$ cat config.mk
export PLATFORM = sky130hd
export DESIGN_NAME = utf8_to_code_units_top_flat
export DESIGN_NICKNAME = d
export VERILOG_FILES = /design/src/rtl/u8cu_pkg.sv /design/src/rtl/u8cu_ifs.sv /design/src/rtl/utf8_to_code_units_top.sv /design/src/flat_wrapper.sv
export SDC_FILE = /design/constraint.sdc
export NUM_CORES = 1
export LEC_CHECK = 0
export BUFFER_PORTS_ARGS = -buffer_cell sky130_fd_sc_hd__buf_2
export CORE_UTILIZATION = 50
export CTS_CLUSTER_DIAMETER = 30
export DETAILED_ROUTE_END_ITERATION = 8
export PLACE_DENSITY = 0.71
export SYNTH_ARGS = -nofsm -noshare
export SYNTH_HDL_FRONTEND = slang
export SYNTH_SLANG_ARGS = --single-unit
$ cat constraint.sdc
create_clock -name clk -period 8.95 [get_ports clk]
set_clock_uncertainty 0.05 [all_clocks]
set_input_delay 0 -clock clk [delete_from_list [all_inputs] [get_ports clk]]
set_output_delay 0 -clock clk [all_outputs]
set_load 0.02 [all_outputs]
$ cat src/rtl/u8cu_pkg.sv
// ----------------------------------------------------------------------------
// UTF-8 to code units: shared package
// Field widths, register map, decoder constants and result types.
// ----------------------------------------------------------------------------
`default_nettype none

package u8cu_pkg;

	// Payload widths.
	localparam int unsigned BYTE_W   = 8;
	localparam int unsigned LEFT_W   = 3;
	localparam int unsigned UNIT_W   = 31;
	localparam int unsigned MODE_W   = 2;

	// Configuration port.
	localparam int unsigned PADDR_W  = 3;
	localparam int unsigned PDATA_W  = 32;
	localparam logic [PADDR_W-3:0] REG_OUTPUT_MODE = 1'b0;

	// Output modes.
	localparam logic [MODE_W-1:0] MODE_UCS2  = 2'd0;
	localparam logic [MODE_W-1:0] MODE_UCS4  = 2'd1;
	localparam logic [MODE_W-1:0] MODE_UTF16 = 2'd2;
	localparam logic [MODE_W-1:0] MODE_UTF32 = 2'd3;
	localparam logic [MODE_W-1:0] MODE_RESET = MODE_UTF32;

	// Decoder phases.
	localparam logic [1:0] PH_IDLE    = 2'd0;
	localparam logic [1:0] PH_COLLECT = 2'd1;
	localparam logic [1:0] PH_STRAY   = 2'd2;
	localparam logic [1:0] PH_SWALLOW = 2'd3;

	// Code point constants.
	localparam logic [UNIT_W-1:0] CP_REPL      = 31'h0000_fffd;
	localparam logic [UNIT_W-1:0] CP_SUPP_BASE = 31'h0001_0000;
	localparam logic [UNIT_W-1:0] CP_LIMIT     = 31'h0011_0000;
	localparam logic [UNIT_W-1:0] CP_SUR_LO    = 31'h0000_d800;
	localparam logic [UNIT_W-1:0] CP_SUR_HI    = 31'h0000_dfff;
	localparam logic [UNIT_W-1:0] CP_NONCH_LO  = 31'h0000_fffe;
	localparam logic [UNIT_W-1:0] CP_NONCH_HI  = 31'h0000_ffff;
	localparam logic [15:0]       HI_SUR_BASE  = 16'hd800;
	localparam logic [15:0]       LO_SUR_BASE  = 16'hdc00;
	localparam logic [9:0]        SUR_MASK     = 10'h3ff;

	// Result queue.
	localparam int unsigned RQ_DEPTH = 4;
	localparam int unsigned RQ_PTR_W = $clog2(RQ_DEPTH);
	localparam int unsigned RQ_CNT_W = $clog2(RQ_DEPTH + 1);

	typedef struct packed {
		logic [UNIT_W-1:0] unit;
		logic              err;
		logic              last;
	} result_t;

	// Up to two units produced by one byte; the second never carries an error.
	typedef struct packed {
		logic [1:0]        cnt;
		logic [UNIT_W-1:0] u0;
		logic              e0;
		logic [UNIT_W-1:0] u1;
	} emit_t;

	typedef struct packed {
		emit_t             em;
		logic [1:0]        phase;
		logic [LEFT_W-1:0] expected;
		logic [LEFT_W-1:0] seen;
		logic [UNIT_W-1:0] partial;
	} dec_t;

	// Smallest code point that a sequence of the given length may encode.
	function automatic logic [UNIT_W-1:0] min_for_size(input logic [LEFT_W-1:0] size);
		logic [UNIT_W-1:0] m;
		unique case (size)
			3'd2:    m = 31'h0000_0080;
			3'd3:    m = 31'h0000_0800;
			3'd4:    m = 31'h0001_0000;
			3'd5:    m = 31'h0020_0000;
			3'd6:    m = 31'h0400_0000;
			default: m = '0;
		endcase
		return m;
	endfunction

endpackage

`default_nettype wire

$ cat src/rtl/u8cu_ifs.sv
// ----------------------------------------------------------------------------
// UTF-8 to code units: stream interfaces
// Valid/ready channels for input bytes and for decoded code units.
// ----------------------------------------------------------------------------
`default_nettype none

interface u8cu_in_if import u8cu_pkg::*; ();
	logic              valid;
	logic              ready;
	logic [BYTE_W-1:0] in_byte;
	logic [LEFT_W-1:0] bytes_left;

	modport source (output valid, output in_byte, output bytes_left, input ready);
	modport sink   (input valid, input in_byte, input bytes_left, output ready);
endinterface

interface u8cu_out_if import u8cu_pkg::*; ();
	logic              valid;
	logic              ready;
	logic [UNIT_W-1:0] code_unit;
	logic              range_error;
	logic              last_of_run;

	modport source (output valid, output code_unit, output range_error,
		output last_of_run, input ready);
	modport sink   (input valid, input code_unit, input range_error,
		input last_of_run, output ready);
endinterface

`default_nettype wire

$ cat src/rtl/utf8_to_code_units_top.sv
// ----------------------------------------------------------------------------
// UTF-8 to code units decoder
// Decodes a UTF-8 byte stream (forms up to six bytes) into UCS-2, UCS-4,
// UTF-16 or UTF-32 code units, replacing malformed input with U+FFFD.
// ----------------------------------------------------------------------------
// Path: an accepted byte waits in the input register until the result queue
//   has two free entries, counting one the sink frees in that cycle, and is then
//   decoded into the queue; its units are offered in order behind earlier ones.
// Throughput: one byte per cycle while each byte yields at most one unit and
//   the sink takes a unit every cycle; the output moves one unit a cycle while ready is high.
// Reset (arst_n low): decoder idle, result queue empty, output_mode = UTF-32.
`default_nettype none

module utf8_to_code_units_top import u8cu_pkg::*; (
	input  logic                clk,
	input  logic                arst_n,
	u8cu_in_if.sink             in_stream,
	u8cu_out_if.source          out_stream,
	input  logic                psel,
	input  logic                penable,
	input  logic                pwrite,
	input  logic [PADDR_W-1:0]  paddr,
	input  logic [PDATA_W-1:0]  pwdata,
	output logic [PDATA_W-1:0]  prdata,
	output logic                pready
);

	// ------------------------------------------------------------------
	// Configuration register. Writes complete in the APB access phase.
	// ------------------------------------------------------------------
	logic [MODE_W-1:0] mode_q;
	logic              cfg_wr;
	logic              sel_mode;

	assign pready   = 1'b1;
	assign sel_mode = (paddr[PADDR_W-1:2] == REG_OUTPUT_MODE);
	assign cfg_wr   = psel && penable && pwrite && pready;

	always_ff @(posedge clk or negedge arst_n) begin
		if (!arst_n) begin
			mode_q <= MODE_RESET;
		end else if (cfg_wr && sel_mode) begin
			mode_q <= pwdata[MODE_W-1:0];
		end
	end

	assign prdata = sel_mode ? {{(PDATA_W-MODE_W){1'b0}}, mode_q} : '0;

	// ------------------------------------------------------------------
	// Input register (stage 1). A byte sits here until the result queue
	// has room for the two units it may produce.
	// ------------------------------------------------------------------
	logic              valid_s1;
	logic [BYTE_W-1:0] byte_s1;
	logic [LEFT_W-1:0] left_s1;
	logic              fire_s1;
	logic              in_acc;

	assign in_stream.ready = !valid_s1 || fire_s1;
	assign in_acc          = in_stream.valid && in_stream.ready;

	always_ff @(posedge clk or negedge arst_n) begin
		if (!arst_n) begin
			valid_s1 <= 1'b0;
		end else if (in_stream.ready) begin
			valid_s1 <= in_stream.valid;
		end
	end

	always_ff @(posedge clk) begin
		if (in_acc) begin
			byte_s1 <= in_stream.in_byte;
			left_s1 <= in_stream.bytes_left;
		end
	end

	// ------------------------------------------------------------------
	// Decoder state.
	// ------------------------------------------------------------------
	logic [1:0]        phase_q;
	logic [LEFT_W-1:0] expected_q;
	logic [LEFT_W-1:0] seen_q;
	logic [UNIT_W-1:0] partial_q;

	// Emit one code point in the current output mode. UTF-16 splits a
	// supplementary point into a high and a low surrogate.
	function automatic emit_t emit_point(input logic [UNIT_W-1:0] c,
		input logic [MODE_W-1:0] mode);
		emit_t        r;
		logic [20:0]  v;
		v     = c[20:0] - CP_SUPP_BASE[20:0];
		r.cnt = 2'd1;
		r.u0  = c;
		r.e0  = 1'b0;
		r.u1  = '0;
		unique case (mode)
			MODE_UCS2: begin
				if (c >= CP_SUPP_BASE) begin
					r.u0 = CP_REPL;
					r.e0 = 1'b1;
				end
			end
			MODE_UCS4: begin
			end
			MODE_UTF16: begin
				if (c >= CP_LIMIT) begin
					r.u0 = CP_REPL;
					r.e0 = 1'b1;
				end else if (c >= CP_SUPP_BASE) begin
					r.cnt = 2'd2;
					r.u0  = {15'd0, HI_SUR_BASE + {6'd0, v[19:10]}};
					r.u1  = {15'd0, LO_SUR_BASE + {6'd0, v[9:0] & SUR_MASK}};
				end
			end
			MODE_UTF32: begin
				if (c >= CP_LIMIT) begin
					r.u0 = CP_REPL;
					r.e0 = 1'b1;
				end
			end
		endcase
		return r;
	endfunction

	// Reject overlong forms, surrogates and the two noncharacters at the
	// top of the basic plane, otherwise emit the point.
	function automatic emit_t finish_point(input logic [LEFT_W-1:0] size,
		input logic [UNIT_W-1:0] c, input logic [MODE_W-1:0] mode);
		emit_t r;
		if ((c < min_for_size(size)) ||
			(c >= CP_SUR_LO && c <= CP_SUR_HI) ||
			(c >= CP_NONCH_LO && c <= CP_NONCH_HI)) begin
			r.cnt = 2'd1;
			r.u0  = CP_REPL;
			r.e0  = 1'b0;
			r.u1  = '0;
		end else begin
			r = emit_point(c, mode);
		end
		return r;
	endfunction

	// Treat a byte as the start of a new character. Fields of the state
	// that this byte does not touch keep their current values.
	function automatic dec_t start_byte(input logic [BYTE_W-1:0] b,
		input logic [LEFT_W-1:0] left, input dec_t cur, input logic [MODE_W-1:0] mode);
		dec_t              d;
		logic [LEFT_W-1:0] size;
		logic [BYTE_W-1:0] lead_mask;
		d          = cur;
		d.phase    = PH_IDLE;
		d.em.cnt   = 2'd1;
		d.em.u0    = CP_REPL;
		d.em.e0    = 1'b0;
		d.em.u1    = '0;
		priority casez (b)
			8'b110?????: size = 3'd2;
			8'b1110????: size = 3'd3;
			8'b11110???: size = 3'd4;
			8'b111110??: size = 3'd5;
			default:     size = 3'd6;
		endcase
		lead_mask = 8'h7f >> size;
		if (!b[7]) begin
			d.em = finish_point(3'd1, {23'd0, b}, mode);
		end else if (!b[6]) begin
			// Stray continuation byte: one replacement, then skip the run.
			if (left > 3'd1) begin
				d.phase    = PH_STRAY;
				d.expected = left - 3'd1;
			end
		end else if (b[7:1] == 7'b1111111) begin
			// Bytes FE and FF are never valid; only the byte itself is consumed.
		end else if (size > left) begin
			// The sequence runs past the end of the string: drop the rest.
			if (left > 3'd1) begin
				d.phase    = PH_SWALLOW;
				d.expected = left - 3'd1;
			end
		end else begin
			d.em.cnt    = 2'd0;
			d.phase     = PH_COLLECT;
			d.expected  = size;
			d.seen      = 3'd1;
			d.partial   = {23'd0, b & lead_mask};
		end
		return d;
	endfunction

	dec_t              cur_d;
	dec_t              nxt_d;
	dec_t              st_d;
	logic [LEFT_W-1:0] left_eff;
	logic [UNIT_W-1:0] cont_val;
	logic [LEFT_W-1:0] seen_inc;
	logic              is_cont;

	always_comb begin
		cur_d.em       = '0;
		cur_d.phase    = phase_q;
		cur_d.expected = expected_q;
		cur_d.seen     = seen_q;
		cur_d.partial  = partial_q;

		left_eff = (left_s1 == '0) ? 3'd1 : left_s1;
		is_cont  = (byte_s1[7:6] == 2'b10);
		cont_val = {partial_q[UNIT_W-7:0], byte_s1[5:0]};
		seen_inc = seen_q + 3'd1;
		st_d     = start_byte(byte_s1, left_eff, cur_d, mode_q);
		nxt_d    = cur_d;

		unique case (phase_q)
			PH_COLLECT: begin
				if (is_cont) begin
					nxt_d.partial = cont_val;
					nxt_d.seen    = seen_inc;
					if (seen_inc >= expected_q) begin
						nxt_d.phase = PH_IDLE;
						nxt_d.em    = finish_point(expected_q, cont_val, mode_q);
					end
				end else begin
					// Cut sequence: replace it, then decode this byte afresh.
					// A fresh start yields at most one unit here.
					nxt_d        = st_d;
					nxt_d.em.cnt = st_d.em.cnt + 2'd1;
					nxt_d.em.u0  = CP_REPL;
					nxt_d.em.e0  = 1'b0;
					nxt_d.em.u1  = st_d.em.u0;
				end
			end
			PH_STRAY: begin
				if (expected_q != '0 && is_cont) begin
					nxt_d.expected = expected_q - 3'd1;
					if (expected_q == 3'd1) begin
						nxt_d.phase = PH_IDLE;
					end
				end else begin
					nxt_d = st_d;
				end
			end
			PH_SWALLOW: begin
				if (expected_q != '0) begin
					nxt_d.expected = expected_q - 3'd1;
					if (expected_q == 3'd1) begin
						nxt_d.phase = PH_IDLE;
					end
				end else begin
					nxt_d = st_d;
				end
			end
			PH_IDLE: begin
				nxt_d = st_d;
			end
		endcase
	end

	always_ff @(posedge clk or negedge arst_n) begin
		if (!arst_n) begin
			phase_q    <= PH_IDLE;
			expected_q <= '0;
			seen_q     <= '0;
			partial_q  <= '0;
		end else if (fire_s1) begin
			phase_q    <= nxt_d.phase;
			expected_q <= nxt_d.expected;
			seen_q     <= nxt_d.seen;
			partial_q  <= nxt_d.partial;
		end
	end

	// ------------------------------------------------------------------
	// Result queue. A decoded byte writes zero, one or two entries; the output
	// channel drains one entry per cycle while the sink is ready. The stage-1 byte
	// is only decoded when two free entries are guaranteed for this cycle.
	// ------------------------------------------------------------------
	result_t               rq_mem [RQ_DEPTH];
	logic [RQ_PTR_W-1:0]   wr_ptr_q;
	logic [RQ_PTR_W-1:0]   rd_ptr_q;
	logic [RQ_CNT_W-1:0]   cnt_q;
	logic [RQ_CNT_W-1:0]   cnt_after_pop;
	logic [RQ_CNT_W-1:0]   push_n;
	logic                  pop;
	logic [RQ_PTR_W-1:0]   wr_ptr_p1;

	assign pop           = out_stream.valid && out_stream.ready;
	assign cnt_after_pop = cnt_q - {{(RQ_CNT_W-1){1'b0}}, pop};
	assign fire_s1       = valid_s1 && (cnt_after_pop <= RQ_CNT_W'(RQ_DEPTH - 2));
	assign push_n        = fire_s1 ? {{(RQ_CNT_W-2){1'b0}}, nxt_d.em.cnt} : '0;
	assign wr_ptr_p1     = wr_ptr_q + 1'b1;

	always_ff @(posedge clk or negedge arst_n) begin
		if (!arst_n) begin
			wr_ptr_q <= '0;
			rd_ptr_q <= '0;
			cnt_q    <= '0;
		end else begin
			wr_ptr_q <= wr_ptr_q + push_n[RQ_PTR_W-1:0];
			rd_ptr_q <= rd_ptr_q + {{(RQ_PTR_W-1){1'b0}}, pop};
			cnt_q    <= cnt_after_pop + push_n;
		end
	end

	always_ff @(posedge clk) begin
		if (fire_s1 && nxt_d.em.cnt != 2'd0) begin
			rq_mem[wr_ptr_q] <= '{unit: nxt_d.em.u0, err: nxt_d.em.e0,
				last: (nxt_d.em.cnt == 2'd1)};
		end
		if (fire_s1 && nxt_d.em.cnt == 2'd2) begin
			rq_mem[wr_ptr_p1] <= '{unit: nxt_d.em.u1, err: 1'b0, last: 1'b1};
		end
	end

	assign out_stream.valid       = (cnt_q != '0);
	assign out_stream.code_unit   = rq_mem[rd_ptr_q].unit;
	assign out_stream.range_error = rq_mem[rd_ptr_q].err;
	assign out_stream.last_of_run = rq_mem[rd_ptr_q].last;

	// ------------------------------------------------------------------
	// Assertions.
	// ------------------------------------------------------------------
`ifndef ASSERT_OFF
	a_rq_bound: assert property (@(posedge clk) disable iff (!arst_n)
		cnt_q <= RQ_CNT_W'(RQ_DEPTH))
		else $error("result queue holds more entries than it has");

	a_collect_short: assert property (@(posedge clk) disable iff (!arst_n)
		phase_q == PH_COLLECT |-> (seen_q < expected_q && expected_q >= 3'd2))
		else $error("collecting phase with a complete or impossible sequence");

	a_skip_count: assert property (@(posedge clk) disable iff (!arst_n)
		(phase_q == PH_STRAY || phase_q == PH_SWALLOW) |-> expected_q != '0)
		else $error("skip phase with nothing left to skip");

	a_err_repl: assert property (@(posedge clk) disable iff (!arst_n)
		out_stream.valid && out_stream.range_error |-> out_stream.code_unit == CP_REPL)
		else $error("range error flagged on a unit other than the replacement");

	a_pair_push: assert property (@(posedge clk) disable iff (!arst_n)
		fire_s1 && nxt_d.em.cnt == 2'd2 && !pop |=> cnt_q == $past(cnt_q) + 3'd2)
		else $error("two-unit result did not add two queue entries");
`endif

endmodule

`default_nettype wire
$ cat src/flat_wrapper.sv
// flat-port wrapper written by rule: the top's interface ports become plain ports
module utf8_to_code_units_top_flat import u8cu_pkg::*;
  (clk, arst_n, psel, penable, pwrite, paddr, pwdata, prdata, pready, in_stream_valid, in_stream_in_byte, in_stream_bytes_left, in_stream_ready, out_stream_valid, out_stream_code_unit, out_stream_range_error, out_stream_last_of_run, out_stream_ready);
  u8cu_in_if in_stream_i ();
  u8cu_out_if out_stream_i ();
  input  logic clk;
  input  logic arst_n;
  input  logic psel;
  input  logic penable;
  input  logic pwrite;
  input  logic [PADDR_W-1:0] paddr;
  input  logic [PDATA_W-1:0] pwdata;
  output logic [PDATA_W-1:0] prdata;
  output logic pready;
  input wire logic [$bits(in_stream_i.valid)-1:0] in_stream_valid;
  input wire logic [$bits(in_stream_i.in_byte)-1:0] in_stream_in_byte;
  input wire logic [$bits(in_stream_i.bytes_left)-1:0] in_stream_bytes_left;
  output wire logic [$bits(in_stream_i.ready)-1:0] in_stream_ready;
  output wire logic [$bits(out_stream_i.valid)-1:0] out_stream_valid;
  output wire logic [$bits(out_stream_i.code_unit)-1:0] out_stream_code_unit;
  output wire logic [$bits(out_stream_i.range_error)-1:0] out_stream_range_error;
  output wire logic [$bits(out_stream_i.last_of_run)-1:0] out_stream_last_of_run;
  input wire logic [$bits(out_stream_i.ready)-1:0] out_stream_ready;
  assign in_stream_i.valid = in_stream_valid;
  assign in_stream_i.in_byte = in_stream_in_byte;
  assign in_stream_i.bytes_left = in_stream_bytes_left;
  assign in_stream_ready = in_stream_i.ready;
  assign out_stream_valid = out_stream_i.valid;
  assign out_stream_code_unit = out_stream_i.code_unit;
  assign out_stream_range_error = out_stream_i.range_error;
  assign out_stream_last_of_run = out_stream_i.last_of_run;
  assign out_stream_i.ready = out_stream_ready;
  utf8_to_code_units_top u_core (.clk(clk), .arst_n(arst_n), .in_stream(in_stream_i), .out_stream(out_stream_i), .psel(psel), .penable(penable), .pwrite(pwrite), .paddr(paddr), .pwdata(pwdata), .prdata(prdata), .pready(pready));
endmodule
==> summary.md <==
| Metric | Value |
|---|---|
| Status | complete, but fails checks |
| Failing checks | design-rule violations |
| Yosys warns | 0 |
| Routed WL | 23500 um |
| H-tree levels | 4 |
| Max Cap Viol | 0 |
| Vias per cell | 6.51 |
| Sequential fraction of the synthesis area | 49.9% |
| Post-detailed-route wirelength per cell | 21.5 um |
| Syn Std Cell Area | 9390 um2 |
| Yosys top cell area share | 24.0% |
| Crit path top cell by count | nand2_1 |
| Worst relative slew slack | 13.1% |
| Peak VDD IR | 0.000203 V |
| Overall Global Routing Usage | 25.3% |
| Grt ovf | 0 |
| Net Sw Frac | 40.4% |
| Fin area | about 11000 um2 |
| Most frequent cell after synthesis | edfxtp_1 |
| HPWL after DPL | 15400 um |
| Syn Area/Cell | between 10 and 15 um2 |
| Total die area | 19300 um2 |
| Die width | 139 um |
| CTS tree | done |
| Setup slack, reg-to-reg | 2.66 ns |
| P_leak | 0.00405 uW |
| I/O pins | 121 |
| Core ar. | 18200 um2 |
| CTS Sinks | 186 |
| R2r endpoint | u_core.rq_mem[2][6] |
| Fin. max-slew vios | 0 |
| Number of global-route vias before repair | 6931 |
| First-pass GRT wire length | 37800 um |
| Least-Margin Pin Slew | 1.30 ns |
| P per Cell Area | roughly 320 nW/um2 |
| Setup TNS | 0 ns |
| Final period util | between 70 and 80% |
| Stages on worst setup path | 14 |
| Layout cells sized above 1 | a little under a fifth |
| Fin nets | between 900 and 1k |
| Buffers added on ports | 57 |
| Combinational share of power | between 40 and 50% |
| Worst-case clock buffer depth | 2 |
| Critical Path RT | 8.97 ns |
| # DRC | 4 |
| Top Family by Delay on Critical Path | simple AND/OR/NAND/NOR gates |
| Final hold viol count | 0 |
| Unrepaired setup endpoints after global routing | no |
| Crit-path slowest cell | nand2_1 |
| Post-synth EDFFs | 75 |
| Main synth FF type | edfxtp_1 |
| GP Congestion | about 0.94 |
| Critical path startpoint | u_core.byte_s1[7] |
| Initial antenna violation count | 0 |
| Psw | 1370 uW |
| Synth-to-layout area growth | 12.2% |
| Total number of vias | 7125 |
| Synth area leaders | edfxtp_1 (24%), dfxtp_1 (14%), dfrtp_1 (11%), mux4_2 (7.9%), a32o_1 (6.2%) |
| # setup viols final | 0 |
| Fillers | 1495 |
| CP max stage delay | approximately 0.92 ns |
| Number of detailed-route iterations in the first pass | 7 |
| Arr. time, crit path | 6.31 ns |
| R2r worst-path depth | 14 |
| CP bufs+invs | 1 |
| Reg clk slew, reported paths | 0.07 ns |
| Worst setup SP type | flop |
| Final min period | approximately 6.3 ns |
| Placed cell count | 1045 |
| Most frequent cells after synthesis | edfxtp_1 (75), dfxtp_1 (68), a32o_1 (58) |
| Flop pwr share | 35.9% |
| Std-Cell Rows | between 40 and 50 |
| Clk Latency, worst-skew pair | between 0.4 and 0.5 ns |
| Clk network pwr share | 23.0% |
| Yosys cell types | 72 |
| Worst Setup EP | u_core.rq_mem[2][6] |
| Post-Synthesis Cells | 806 |
| Fmax achieved | 159 MHz |
| Final Instance Count excl. Fillers | 1095 |
| CP Capture Type | flop |
| Die height | 139 um |
| Kind of critical path | flop to flop |
| Detailed Route Iter0 Violations | a little under 700 |
| ANT cells | 0 |
| Largest net degree at the start of global routing | 44 |
| Internal cell power | 2020 uW |
| CP Cell Sequence | nand2_1 > a21oi_1 > nor2b_1 > inv_1 > ha_1 > a2111o_1 > ha_1 > nand3_1 > o21ai_0 > o21bai_1 > nand2_1 > o31ai_4 > nand2_1 > nand2_1 |
| CTS buffer count | 17 |
| CP max FO | 24 |
| #FFs+latches synth | 186 |
| Initial Util | 51.6% |
| R2r startpoint | u_core.byte_s1[7] |
| Hold WC Path Type | input pin to asynchronous set/reset pin |
| Leading area contributor after synthesis | edfxtp_1 |
| Root buffer cell | clkbuf_16 |
| Post-synth ARST share | between 20% and 30% |
| Placed Area | ~9700 um2 |
| Detail Route Antenna Nets | 0 |
[layer usage]
layer,vias up,global-route usage (%),part of all wire [%]
met4,0,9.65,2.1
met1,3546,33.0,42
met3,50,3.69,6.2
li1,3216,-,-
met2,313,42.7,50
met5,-,0,0
[registers in the layout (all words and copies together), names as in the netlist]
register	cells
u_core.wr_ptr_q	2
u_core.mode_q	2
u_core.rd_ptr_q	2
u_core.phase_q	2
u_core.partial_q	25
u_core.rq_mem	132
u_core.cnt_q	3
u_core.byte_s1	8
u_core.seen_q	3
u_core.left_s1	3
u_core.valid_s1	1
u_core.expected_q	3
[kinds of logic (layout without fill, tap and decap cells)]
| logic type | Yosys count | in the layout | share of synthesized area, % |
|---|---|---|---|
| AO/OA/AOI/OAI | 272 | 272 | 21.8 |
| AND/OR/NAND/NOR | 154 | 154 | 8.66 |
| adder cells (fa/ha/maj) | 30 | 30 | 4.08 |
| XOR/XNOR | 7 | 7 | 0.653 |
| multiplexers | 40 | 40 | 8.68 |
| flip-flops | 186 | 186 | 49.9 |
| other | 2 | 31 | 0.0799 |
| buffers and inverters | 115 | 146 | 6.09 |
[stage by stage]
step                      worst slack, ns  total power [uW]  hold WS [ns]  util [%]
after global placement               2.84              2580         0.128      53.4
after floorplan                      4.34              2190        -0.346         -
after global routing                 2.24              3570         0.215      57.9
after CTS                            2.79              3390         0.204      57.9
final                                2.66              3400         0.204      57.9
after detailed placement             2.83              2610         0.129      53.4
[repair_timing]
| action | CTS | global route |
|---|---|---|
| hold buffers | 18 | 0 |
| setup buffers | 0 | 0 |
| gates resized for setup | 0 | 0 |
| endpoints found under the hold margin | 57 | 0 |
[worst min-delay path by stage]
stage,from,endpoint,slack [ns],depth (start not counted)
2_1_floorplan,arst_n,u_core.cnt_q[0],-0.35,0
3_3_place_gp,in_stream_in_byte[3],u_core.byte_s1[3],0.13,1
3_5_place_dp,in_stream_in_byte[7],u_core.byte_s1[7],0.13,1
4_1_cts,in_stream_in_byte[4],u_core.byte_s1[4],0.20,2
5_1_grt,in_stream_bytes_left[0],u_core.left_s1[0],0.22,2
6_report,arst_n,u_core.expected_q[0],0.20,2
[placed cells by master, fill, tap and decap left out, types with 21 or more instances in the layout]
master / Yosys / routed
buf_2: 13 / 57
nor2_1: 26 / 25
dfrtp_1: 41 / 40
clkbuf_16: 0 / 21
dfxtp_1: 68 / 68
inv_1: 28 / 28
o22ai_1: 57 / 57
mux4_2: 33 / 33
conb_1: 2 / 31
edfxtp_1: 75 / 75
o21ai_0: 49 / 49
nand2_1: 45 / 45
a21oi_1: 24 / 22
a22o_1: 23 / 23
ha_1: 29 / 29
a32o_1: 58 / 58
[power groups by stage]
| stage | sequential [uW] | combinational [uW] | clock, uW |
|---|---|---|---|
| after floorplan | 1150 | 1040 | 0 |
| after global placement | 1230 | 1350 | 0 |
| after detailed placement | 1230 | 1370 | 0 |
| after CTS | 1220 | 1390 | 790 |
| after global routing | 1240 | 1510 | 823 |
| final | 1220 | 1400 | 782 |
[worst register-to-register path: stages (launching register included)]
cell and delay [ns]:
edfxtp_1 0.67, nand2_1 0.22, a21oi_1 0.15, nor2b_1 0.18, inv_1 0.08, ha_1 0.20
a2111o_1 0.40, ha_1 0.31, nand3_1 0.08, o21ai_0 0.16, o21bai_1 0.55, nand2_1 0.20
o31ai_4 0.82, nand2_1 0.93, nand2_1 0.92
[final cells by class]
class                           count  area, um2  share of cell area (%)
Clock inverter                      7       63.8                   0.605
Timing Repair Buffer               85        541                    5.13
Clock buffer                       25        571                    5.41
Sequential cell                   186       4690                    44.5
Multi-Input combinational cell    534       4280                    40.6
Inverter                           29        109                    1.03
Tap cell                          229        287                    2.72
(Power assumes the default switching activity.)
